$ cat src/hw/rtl/ibfd_pkg.sv
// Package: shared constants, types and helpers for the IMU burst decoder.
`default_nettype none
package ibfd_pkg;
    localparam int BurstLen = 24;
    localparam int CountW   = 5;

    localparam logic [2:0] CfgGyroRange = 3'd0;
    localparam logic [2:0] CfgAccelRange = 3'd1;
    localparam logic [2:0] CfgMagAdjust = 3'd2;
    localparam logic [2:0] CfgAccelOffset = 3'd3;
    localparam logic [2:0] CfgHardIron = 3'd4;
    localparam logic [2:0] CfgSoftIron = 3'd5;

    // Captured burst words handed from front to back.
    typedef struct packed {
        logic [2:0][15:0] acc;
        logic [2:0][15:0] gyr;
        logic [2:0][15:0] mag;
        logic             motion;
        logic             field;
    } burst_t;

    typedef enum logic [2:0] {
        ST_IDLE,
        ST_MUL,
        ST_SCALE,
        ST_DIV,
        ST_FIX,
        ST_GAIN,
        ST_ROUND,
        ST_OUT
    } calc_state_t;

    function automatic logic signed [31:0] sat32(input logic signed [63:0] v);
        if (v > 64'sd2147483647)
            sat32 = 32'sh7fffffff;
        else if (v < -64'sd2147483648)
            sat32 = 32'sh80000000;
        else
            sat32 = v[31:0];
    endfunction
endpackage
`default_nettype wire

$ cat src/hw/rtl/imu_burst_frame_decode_top.sv
// Top level: IMU burst decoder with config registers and queue handshakes.
// Takes one burst byte per accepted push. Byte 23 starts the back end: motion
// terms are latched on that edge, and a field update runs each magnetometer
// axis through multiply, scale, shift-add divide by 4095, remainder fix-up,
// soft-iron gain and rounding. push is blocked while the back end works, and
// stays blocked while a finished result waits behind an earlier one that has
// not been popped; a single waiting result does not block.
`default_nettype none
module imu_burst_frame_decode_top
    import ibfd_pkg::*;
(
    input  wire logic        clk,
    input  wire logic        rst_n,
    input  wire logic        push,
    output logic             full,
    input  wire logic [7:0]  burst_byte,
    input  wire logic        frame_start,
    output logic             empty,
    input  wire logic        pop,
    output logic signed [31:0] accel_x,
    output logic signed [31:0] accel_y,
    output logic signed [31:0] accel_z,
    output logic signed [31:0] rate_x,
    output logic signed [31:0] rate_y,
    output logic signed [31:0] rate_z,
    output logic signed [31:0] field_x,
    output logic signed [31:0] field_y,
    output logic signed [31:0] field_z,
    output logic             motion_valid,
    output logic             field_valid,
    input  wire logic        cfg_we,
    input  wire logic [2:0]  cfg_index,
    input  wire logic [47:0] cfg_data
);
    logic [1:0]  gyro_range_reg, accel_range_reg;
    logic [23:0] mag_adjust_reg;
    logic [47:0] accel_offset_reg, hard_iron_reg, soft_iron_reg;
    logic        take, done, busy, res_valid;
    burst_t      burst;
    logic [31:0] res_data [9];

    // config writes
    always_ff @(posedge clk or negedge rst_n)
    begin
        if (!rst_n)
        begin
            gyro_range_reg <= '0;
            accel_range_reg <= '0;
            mag_adjust_reg <= 24'h808080;
            accel_offset_reg <= '0;
            hard_iron_reg <= '0;
            soft_iron_reg <= 48'h400040004000;
        end
        else if (cfg_we)
        begin
            case (cfg_index)
                CfgGyroRange:   gyro_range_reg <= cfg_data[1:0];
                CfgAccelRange:  accel_range_reg <= cfg_data[1:0];
                CfgMagAdjust:   mag_adjust_reg <= cfg_data[23:0];
                CfgAccelOffset: accel_offset_reg <= cfg_data;
                CfgHardIron:    hard_iron_reg <= cfg_data;
                CfgSoftIron:    soft_iron_reg <= cfg_data;
                default: ;
            endcase
        end
    end

    assign full = busy;
    assign take = push && !full;
    assign empty = !res_valid;

    ibfd_front u_front (
        .clk, .rst_n, .take, .burst_byte, .frame_start, .done, .burst
    );

    ibfd_back u_back (
        .clk, .rst_n, .start(done), .burst,
        .gyro_range(gyro_range_reg), .accel_range(accel_range_reg),
        .mag_adjust(mag_adjust_reg), .accel_offset(accel_offset_reg),
        .hard_iron_offset(hard_iron_reg), .soft_iron_gain(soft_iron_reg),
        .busy, .res_valid, .res_take(pop), .res_data,
        .res_motion(motion_valid), .res_field(field_valid)
    );

    assign accel_x = res_data[0];
    assign accel_y = res_data[1];
    assign accel_z = res_data[2];
    assign rate_x  = res_data[3];
    assign rate_y  = res_data[4];
    assign rate_z  = res_data[5];
    assign field_x = res_data[6];
    assign field_y = res_data[7];
    assign field_z = res_data[8];
endmodule
`default_nettype wire

$ cat src/hw/rtl/ibfd_front.sv
// Front end: byte counter, burst capture and classification.
`default_nettype none
module ibfd_front
    import ibfd_pkg::*;
(
    input  wire logic       clk,
    input  wire logic       rst_n,
    input  wire logic       take,
    input  wire logic [7:0] burst_byte,
    input  wire logic       frame_start,
    output logic            done,
    output burst_t          burst
);
    logic [CountW-1:0] count_reg, count_next;
    logic [7:0]        store_reg [BurstLen];
    logic [CountW-1:0] pos;

    // position of the incoming byte
    always_comb
    begin
        pos = frame_start ? '0 : count_reg;
        if (pos >= CountW'(BurstLen))
            pos = '0;
        count_next = (pos == CountW'(BurstLen - 1)) ? '0 : pos + 1'b1;
    end

    always_ff @(posedge clk or negedge rst_n)
    begin
        if (!rst_n)
            count_reg <= '0;
        else if (take)
            count_reg <= count_next;
    end

    always_ff @(posedge clk)
    begin
        if (take)
            store_reg[pos] <= burst_byte;
    end

    assign done = take && (pos == CountW'(BurstLen - 1));

    // assemble words; byte 23 comes straight from the input
    always_comb
    begin
        for (int i = 0; i < 3; i++)
        begin
            burst.acc[i] = {store_reg[1 + 2 * i], store_reg[2 + 2 * i]};
            burst.gyr[i] = {store_reg[9 + 2 * i], store_reg[10 + 2 * i]};
        end
        burst.mag[0] = {store_reg[18], store_reg[17]};
        burst.mag[1] = {store_reg[20], store_reg[19]};
        burst.mag[2] = {store_reg[22], store_reg[21]};
        burst.motion = store_reg[0][0];
        burst.field  = store_reg[16][0] && !burst_byte[3];
    end
endmodule
`default_nettype wire

$ cat src/hw/rtl/ibfd_back.sv
// Back end: scaling, calibration and saturation of one captured burst.
`default_nettype none
module ibfd_back
    import ibfd_pkg::*;
(
    input  wire logic        clk,
    input  wire logic        rst_n,
    input  wire logic        start,
    input  wire burst_t      burst,
    input  wire logic [1:0]  gyro_range,
    input  wire logic [1:0]  accel_range,
    input  wire logic [23:0] mag_adjust,
    input  wire logic [47:0] accel_offset,
    input  wire logic [47:0] hard_iron_offset,
    input  wire logic [47:0] soft_iron_gain,
    output logic             busy,
    output logic             res_valid,
    input  wire logic        res_take,
    output logic [31:0]      res_data [9],
    output logic             res_motion,
    output logic             res_field
);
    calc_state_t state_reg, state_next;
    burst_t      b_reg;
    logic [1:0]  ax_reg, ax_next;
    logic signed [31:0] motion_reg [6];
    logic signed [31:0] field_reg [3];
    logic signed [24:0] sens_reg;      // raw*(adj+128)
    logic [40:0] m_reg;                // |raw*(adj+128)|*157184 + 2047
    logic        neg_reg;
    logic [29:0] q_reg;                // m/4095 estimate, low by at most 3
    logic signed [31:0] h_reg;         // rounded h
    logic signed [47:0] g_reg;         // d*gain
    logic        out_valid_reg;

    logic [7:0]  adj;
    logic [8:0]  adj9;
    logic signed [15:0] hoff;
    logic [15:0] gain;
    logic [23:0] sens_abs;
    logic [13:0] rem;
    logic [1:0]  corr;
    logic [29:0] q_fix;
    logic signed [31:0] dval;
    logic [47:0] g_abs;
    logic [33:0] g_rnd;

    always_comb
    begin
        adj  = mag_adjust[8 * ax_reg +: 8];
        adj9 = {1'b0, adj} + 9'd128;
        hoff = hard_iron_offset[16 * ax_reg +: 16];
        gain = soft_iron_gain[16 * ax_reg +: 16];
        sens_abs = sens_reg[24] ? 24'(-sens_reg) : 24'(sens_reg);
        // m - 4095*q, only the low 14 bits matter since it stays below 4*4095
        rem = m_reg[13:0] - {q_reg[1:0], 12'd0} + q_reg[13:0];
        corr = (rem >= 14'd12285) ? 2'd3 :
               (rem >= 14'd8190)  ? 2'd2 :
               (rem >= 14'd4095)  ? 2'd1 : 2'd0;
        q_fix = q_reg + 30'(corr);
        dval = h_reg - (32'(hoff) <<< 14);
        g_abs = g_reg[47] ? 48'(-g_reg) : 48'(g_reg);
        g_rnd = 34'((g_abs + 48'd8192) >> 14);
    end

    // next state
    always_comb
    begin
        state_next = state_reg;
        ax_next = ax_reg;
        case (state_reg)
            ST_IDLE:  if (start) state_next = burst.field ? ST_MUL : ST_OUT;
            ST_MUL:   state_next = ST_SCALE;
            ST_SCALE: state_next = ST_DIV;
            ST_DIV:   state_next = ST_FIX;
            ST_FIX:   state_next = ST_GAIN;
            ST_GAIN:  state_next = ST_ROUND;
            ST_ROUND:
            begin
                if (ax_reg == 2'd2)
                begin
                    state_next = ST_OUT;
                    ax_next = '0;
                end
                else
                begin
                    state_next = ST_MUL;
                    ax_next = ax_reg + 1'b1;
                end
            end
            ST_OUT:   if (!out_valid_reg || res_take) state_next = ST_IDLE;
            default:  state_next = ST_IDLE;
        endcase
    end

    always_ff @(posedge clk or negedge rst_n)
    begin
        if (!rst_n)
        begin
            state_reg <= ST_IDLE;
            ax_reg <= '0;
            out_valid_reg <= 1'b0;
            for (int i = 0; i < 6; i++) motion_reg[i] <= '0;
            for (int i = 0; i < 3; i++) field_reg[i] <= '0;
        end
        else
        begin
            state_reg <= state_next;
            ax_reg <= ax_next;
            if (state_reg == ST_OUT && (!out_valid_reg || res_take))
                out_valid_reg <= 1'b1;
            else if (res_take)
                out_valid_reg <= 1'b0;
            if (state_reg == ST_IDLE && start && burst.motion)
            begin
                for (int i = 0; i < 3; i++)
                begin
                    motion_reg[i] <= sat32(
                        (64'($signed(burst.acc[i])) <<< (2 + accel_range))
                        - (64'($signed(accel_offset[16 * i +: 16])) <<< 4));
                    motion_reg[3 + i] <= 32'($signed(burst.gyr[i])) * (
                        (gyro_range == 2'd0) ? 32'sd500 :
                        (gyro_range == 2'd1) ? 32'sd1000 :
                        (gyro_range == 2'd2) ? 32'sd2000 : 32'sd4000);
                end
            end
            if (state_reg == ST_ROUND)
                field_reg[ax_reg] <= sat32(g_reg[47] ? -$signed({30'd0, g_rnd})
                                                     : $signed({30'd0, g_rnd}));
        end
    end

    // payload registers
    always_ff @(posedge clk)
    begin
        if (state_reg == ST_IDLE && start)
            b_reg <= burst;
        if (state_reg == ST_MUL)
            sens_reg <= 25'($signed(b_reg.mag[ax_reg])) * 25'($signed({1'b0, adj9}));
        if (state_reg == ST_SCALE)
        begin
            // rounding bias of half the divisor folded in here
            m_reg <= 41'(sens_abs) * 41'd157184 + 41'd2047;
            neg_reg <= sens_reg[24];
        end
        // 1/4095 as 1/4096 + 1/4096^2 + 1/4096^3, fixed up next cycle
        if (state_reg == ST_DIV)
            q_reg <= 30'(m_reg >> 12) + 30'(m_reg >> 24) + 30'(m_reg >> 36);
        if (state_reg == ST_FIX)
            h_reg <= neg_reg ? -$signed({2'b0, q_fix}) : $signed({2'b0, q_fix});
        if (state_reg == ST_GAIN)
            g_reg <= 48'(dval) * 48'($signed({1'b0, gain}));
        if (state_reg == ST_OUT && (!out_valid_reg || res_take))
        begin
            res_motion <= b_reg.motion;
            res_field <= b_reg.field;
            for (int i = 0; i < 6; i++) res_data[i] <= motion_reg[i];
            for (int i = 0; i < 3; i++) res_data[6 + i] <= field_reg[i];
        end
    end

    assign busy = (state_reg != ST_IDLE);
    assign res_valid = out_valid_reg;
endmodule
`default_nettype wire

$ cat config.mk
export PLATFORM = sky130hd
export DESIGN_NAME = imu_burst_frame_decode_top
export DESIGN_NICKNAME = d
export VERILOG_FILES = /design/src/hw/rtl/ibfd_pkg.sv /design/src/hw/rtl/imu_burst_frame_decode_top.sv /design/src/hw/rtl/ibfd_front.sv /design/src/hw/rtl/ibfd_back.sv
export SDC_FILE = /design/constraint.sdc
export NUM_CORES = 2
export LEC_CHECK = 0
export ABC_CLOCK_PERIOD_IN_PS = 30400
export BUFFER_PORTS_ARGS = -buffer_cell sky130_fd_sc_hd__buf_2
export CORE_ASPECT_RATIO = 0.7
export CORE_MARGIN = 5
export CORE_UTILIZATION = 40
export DETAILED_ROUTE_END_ITERATION = 6
export SYNTH_ARGS = -nofsm -noshare
export SYNTH_HDL_FRONTEND = slang
export SYNTH_SLANG_ARGS = --single-unit
$ cat constraint.sdc
create_clock -name clk -period 30.4 [get_ports clk]
set_clock_uncertainty 0.1 [all_clocks]
set_input_delay 3.04 -clock clk [delete_from_list [all_inputs] [get_ports clk]]
set_output_delay 3.04 -clock clk [all_outputs]
set_load 0.02 [all_outputs]
# Yosys cells after proc, flatten, opt, wreduce, memory -nomap -nowiden
# Memory sizes are Yosys's and may differ from the RTL's. A register that Yosys moved wholly into a read port is not among the register bits.
# Index checks and enable logic that the tools add are counted.
# totals
mem_bits_rw	192
reg_bits	940
n_memories	1
in_bits	65
out_inout_bits	292
# classes
n_eq_ne	18
muxes	37
mul	6
bitwise_logic	1
reduce_logical	23
addsub	19
n_lt_le_gt_ge	15
shift	6
# mem_list
name	words	width	read_ports	rd_clocked_by_memory_dff	write_ports	line_no	text
u_front.store_reg	24	8	20	6	1	ibfd_front.sv:15	logic [7:0] store_reg [BurstLen];
# ops
cell	n
32-bit two-way mux	12
64-bit by 32-bit greater-than comparator with 1-bit output, second input constant	4
64-bit by 32-bit < comparator with 1-bit output, second input constant	4
16-bit by 3-bit <<< shifter with 64-bit output	3
64-bit by 20-bit subtractor with 64-bit output	3
96-bit bitwise mux	1
16-bit by 32-bit multiplier with 32-bit output	3
48-bit by 7-bit indexed part select with 16-bit output	2
32-bit demux with 2-bit select	1
64-bit two-way mux	1
34-bit negation with 64-bit output	1
48-bit by 14-bit adder with 48-bit output, second input constant	1
32-bit by 17-bit multiplier with 48-bit output	1
48-bit two-way mux	1
48-bit negation	1
41-bit by 11-bit adder with 41-bit output, second input constant	1
16-bit binary-select mux with 2-bit select	1
24-bit by 9-bit multiplier with 32-bit output, second input constant	1
30-bit negation with 32-bit output	1
32-bit by 30-bit subtractor with 32-bit output	1
29-bit by 17-bit adder with 30-bit output	1
30-bit by 2-bit adder with 30-bit output	1
30-bit by 5-bit adder with 30-bit output	1
30-bit two-way mux	1
41 further kinds	77

# Logic depth before layout (Yosys ltp)
# depth
word_depth	10
ltp_mapped	46

# Modules after synthesis
# Synthesis repeated with hierarchy kept, for this count alone.
# unflattened
hier_cells	9067
area_unflattened_um2	95968.3
# by_module_without_submodules
mod	n_inst	cells_per_inst	area_per_inst_um2
ibfd_back	1	8479	84277.1
imu_burst_frame_decode_top	1	370	6794.0
ibfd_front	1	218	4897.2

# Worst setup path after synthesis
# No wires, ideal clock.
# synth_timing
kind	input -> register
from	in pop
to	reg u_back.res_data[0] in the netlist's numbering, enable pin
path_stages	2
arrival_ps	15603
setup_slack_ps	13733
path_cell_list	nand2b_1 > nor2b_1
# synth_between
elab_chain_cells	2
# synth_lines
item	line_no	text
start: declaration	imu_burst_frame_decode_top.sv:19	input wire logic pop,
1-bit logical OR	ibfd_back.sv:153	if (state_reg == ST_OUT && (!out_valid_reg || res_take))
1-bit logical AND	ibfd_back.sv:153	
end: declaration	ibfd_back.sv:19	output logic [31:0] res_data [9],
# Every way passes these cells.
# A chain may end at the register's enable or synchronous reset.

# Worst setup path after layout
# layout_timing
from	reg u_back.ax_reg[0]
to	reg u_back.g_reg[47] (data pin)
# layout_between
elab_chain_cells	3
# layout_lines
item	line_no	text
start: declaration	ibfd_back.sv:25	logic [1:0] ax_reg, ax_next;
start signal: assignment	ibfd_back.sv:109	ax_reg <= ax_next;
48-bit by 7-bit indexed part select with 16-bit output	ibfd_back.sv:52	hoff = hard_iron_offset[16 * ax_reg +: 16];
32-bit by 30-bit subtractor with 32-bit output	ibfd_back.sv:61	dval = h_reg - (32'(hoff) <<< 14);
32-bit by 17-bit multiplier with 48-bit output *	ibfd_back.sv:152	g_reg <= 48'(dval) * 48'($signed({1'b0, gain}));
end signal: assignment	ibfd_back.sv:152	
end: declaration	ibfd_back.sv:33	logic signed [47:0] g_reg;
# Mark *: on every way between the ends. The rest lies on a longest branch, timed or not.

==> results.yml <==
run_status:
  status: "finished, final reports clean"
synthesis:
  synth_most_common_cell: "inv_1"
  synth_cell_types: 112
  yosysWarnings: 0
  yosysTopAreaCell: "fa_1"
  ys_async_sr_fraction_pct: 41.8
  yosys-top-cells-count: "inv_1 (1,324), fa_1 (1,033), nand2_1 (1,017), ha_1 (764), edfxtp_1 (648)"
  avgSynthCellArea_um2: 10.4
  synth_area_um2: 95700
  synth_top_area_share_pct: 21.6
  ys.flop_type: "edfxtp_1"
  synth-edff-count: 648
  yosys_register_bits: 1113
  synthTopCellsByArea: "fa_1 (22%), edfxtp_1 (20%), dfrtp_1 (12%)"
  syn_inst: 9179
  yosysSeqAreaShare_pct: 32.5
grt:
  grt_usage_pct: 21.8
  grt_util_met3_pct: 4.25
  grt_use_met2_pct: 31.8
  grt_pass1_vias: 69000
  antenna_found_initial: 57
  top_usage_layer: "met1"
  grt_first_pass_wirelength_mm: 423
  use_met1_pct: 33.1
  overflow: 0
  grt_max_degree: 217
route:
  wl_mm: 273
  firstDrtPassIters: 6
  ant_nets: 0
  vias: 67900
  routed_via_density: 5.34
  drt-initial-drc-count: 5461
  drc: 0
  wire_per_inst_um: 21.4
timing:
  slew_viol_final: 0
  relSlewSlack_pct: 10.1
  setup_viol: 0
  fin_hold_ws_ns: 0.294
  fmax_mhz: 85.9
  rsz0062_at_grt: "no"
  tns_ns: 0
  worst_slew_pin_slew_ns: 1.35
  period_needed_ns: 11.64
  hold_viol: 0
  fin_crit_sh_pct: 38.3
cts:
  cts_setup_buffers: 0
  clock_latency_ns: 0.75
  cts_hold_buf: 0
  root_buffer: "clkbuf_16"
  clk_path_buf_depth: 3
  ctsResizeCount: 0
  ctsHtreeMaxLevel: 3
  cts_tree: "built"
  cts_made_buffers: 114
  path_clk_slew_ns: 0.06
  clkSinkCount: 1113
run:
  drv_cap: 0
worst_setup_path:
  crit_path_start_kind: "flip-flop"
  r2r.worst_path.cells: 37
  worst_setup_path_end_kind: "flip-flop"
  path_depth: 37
  crit_top_cell: "fa_1"
  r2r-end: "u_back.g_reg[47]"
  crit_path_end: "u_back.g_reg[47]"
  worstPathArrival_ns: 12.04
  crit_family: "compound AO/OA/AOI/OAI gates"
  worstReg2RegStart: "u_back.ax_reg[0]"
  rrSetupSlack_ns: 18.76
  required_ns: 30.80
  slowest_stage: "a21oi_2"
  cp-startpoint: "u_back.ax_reg[0]"
  max_stage_delay_ns: 0.82
  cp.buffers_inverters: 6
  worstSetupPathType: "flip-flop to flip-flop"
  crit_fanout: 76
place:
  port_buffers: 350
  gp_congestion: 0.919
  dpl.hpwl_mm: 211
floorplanning:
  die_h_um: 419
  die_w_um: 595
  core_um2: 239000
  pin_count: 357
  rows: 150
  dieArea_um2: 249000
  start_util_pct: 40.1
layout:
  largest_reg_flops: 282
  drive_above_1_share_pct: 10.2
  layout.nets: 11300
  syn_to_final_growth_pct: 9.75
worst_hold_path:
  hold_depth: 0
  min-delay-path-class: "flip-flop to flip-flop"
per-layer routing:
metal  up-vias  routed length, um
met4         6               7390
met1     34400             129000
li1      30900                  -
met3       367              21200
met5         -                 46
met2      2344             115000
cells in the final DEF, fill, tap and decap left out, drive strengths merged, types with 145 or more instances in the layout:
cell type,instances
o21ai,340
ha,764
fa,1033
nand2,1017
inv,1335
clkbuf,151
xnor2,298
edfxtp,648
buf,448
dfrtp,459
nor2,570
a21oi,316
mux2,182
xor2,145
and2,265
cell families after synthesis:
logic type / count (synthesis) / share of synthesized area [%]
simple gates: 2560 / 12.6
fa+ha+maj: 1798 / 31.6
buf+inv: 1680 / 6.66
compound gates: 1287 / 8.74
flops: 1113 / 32.5
xor+xnor: 446 / 4.12
mux: 294 / 3.78
other cells: 1 / 0.00392
worst min path at each step:
stage / end / slack [ns] / start
6_report: u_back.b_reg[19] / 0.29 / u_front.store_reg[19][1]
5_1_grt: u_back.b_reg[19] / 0.31 / u_front.store_reg[19][1]
4_1_cts: u_back.b_reg[19] / 0.28 / u_front.store_reg[19][1]
3_5_place_dp: u_back.b_reg[17] / 0.30 / u_front.store_reg[18][7]
3_3_place_gp: u_back.b_reg[8] / 0.30 / u_front.store_reg[17][6]
2_1_floorplan: u_back.b_reg[10] / 0.30 / u_front.store_reg[18][0]
area by class of cell:
class	instances	area, um^2
Fill cell	22500	133000
Multi-Input combinational cell	6392	58400
Tap cell	3192	3990
Antenna cell	32	80.1
Timing Repair Buffer	448	2520
Clock buffer	151	3160
Inverter	1325	4970
Sequential cell	1113	31100
Clock inverter	65	821
per-stage QoR:
stage               area, um^2  cells  worst slack (ns)  util, %
floorplan                95800   9185             13.73        -
global placement        101000  12500             18.84     42.3
detailed placement      101000  12500             18.82     42.3
CTS                     105000  12700             18.80     44.0
global route            105000  12700             17.90     44.0
finish                  105000  12700             18.76     44.0
Power is not shown: default switching activity piles up to over one toggle a cycle in this logic, so the estimate is an artifact.
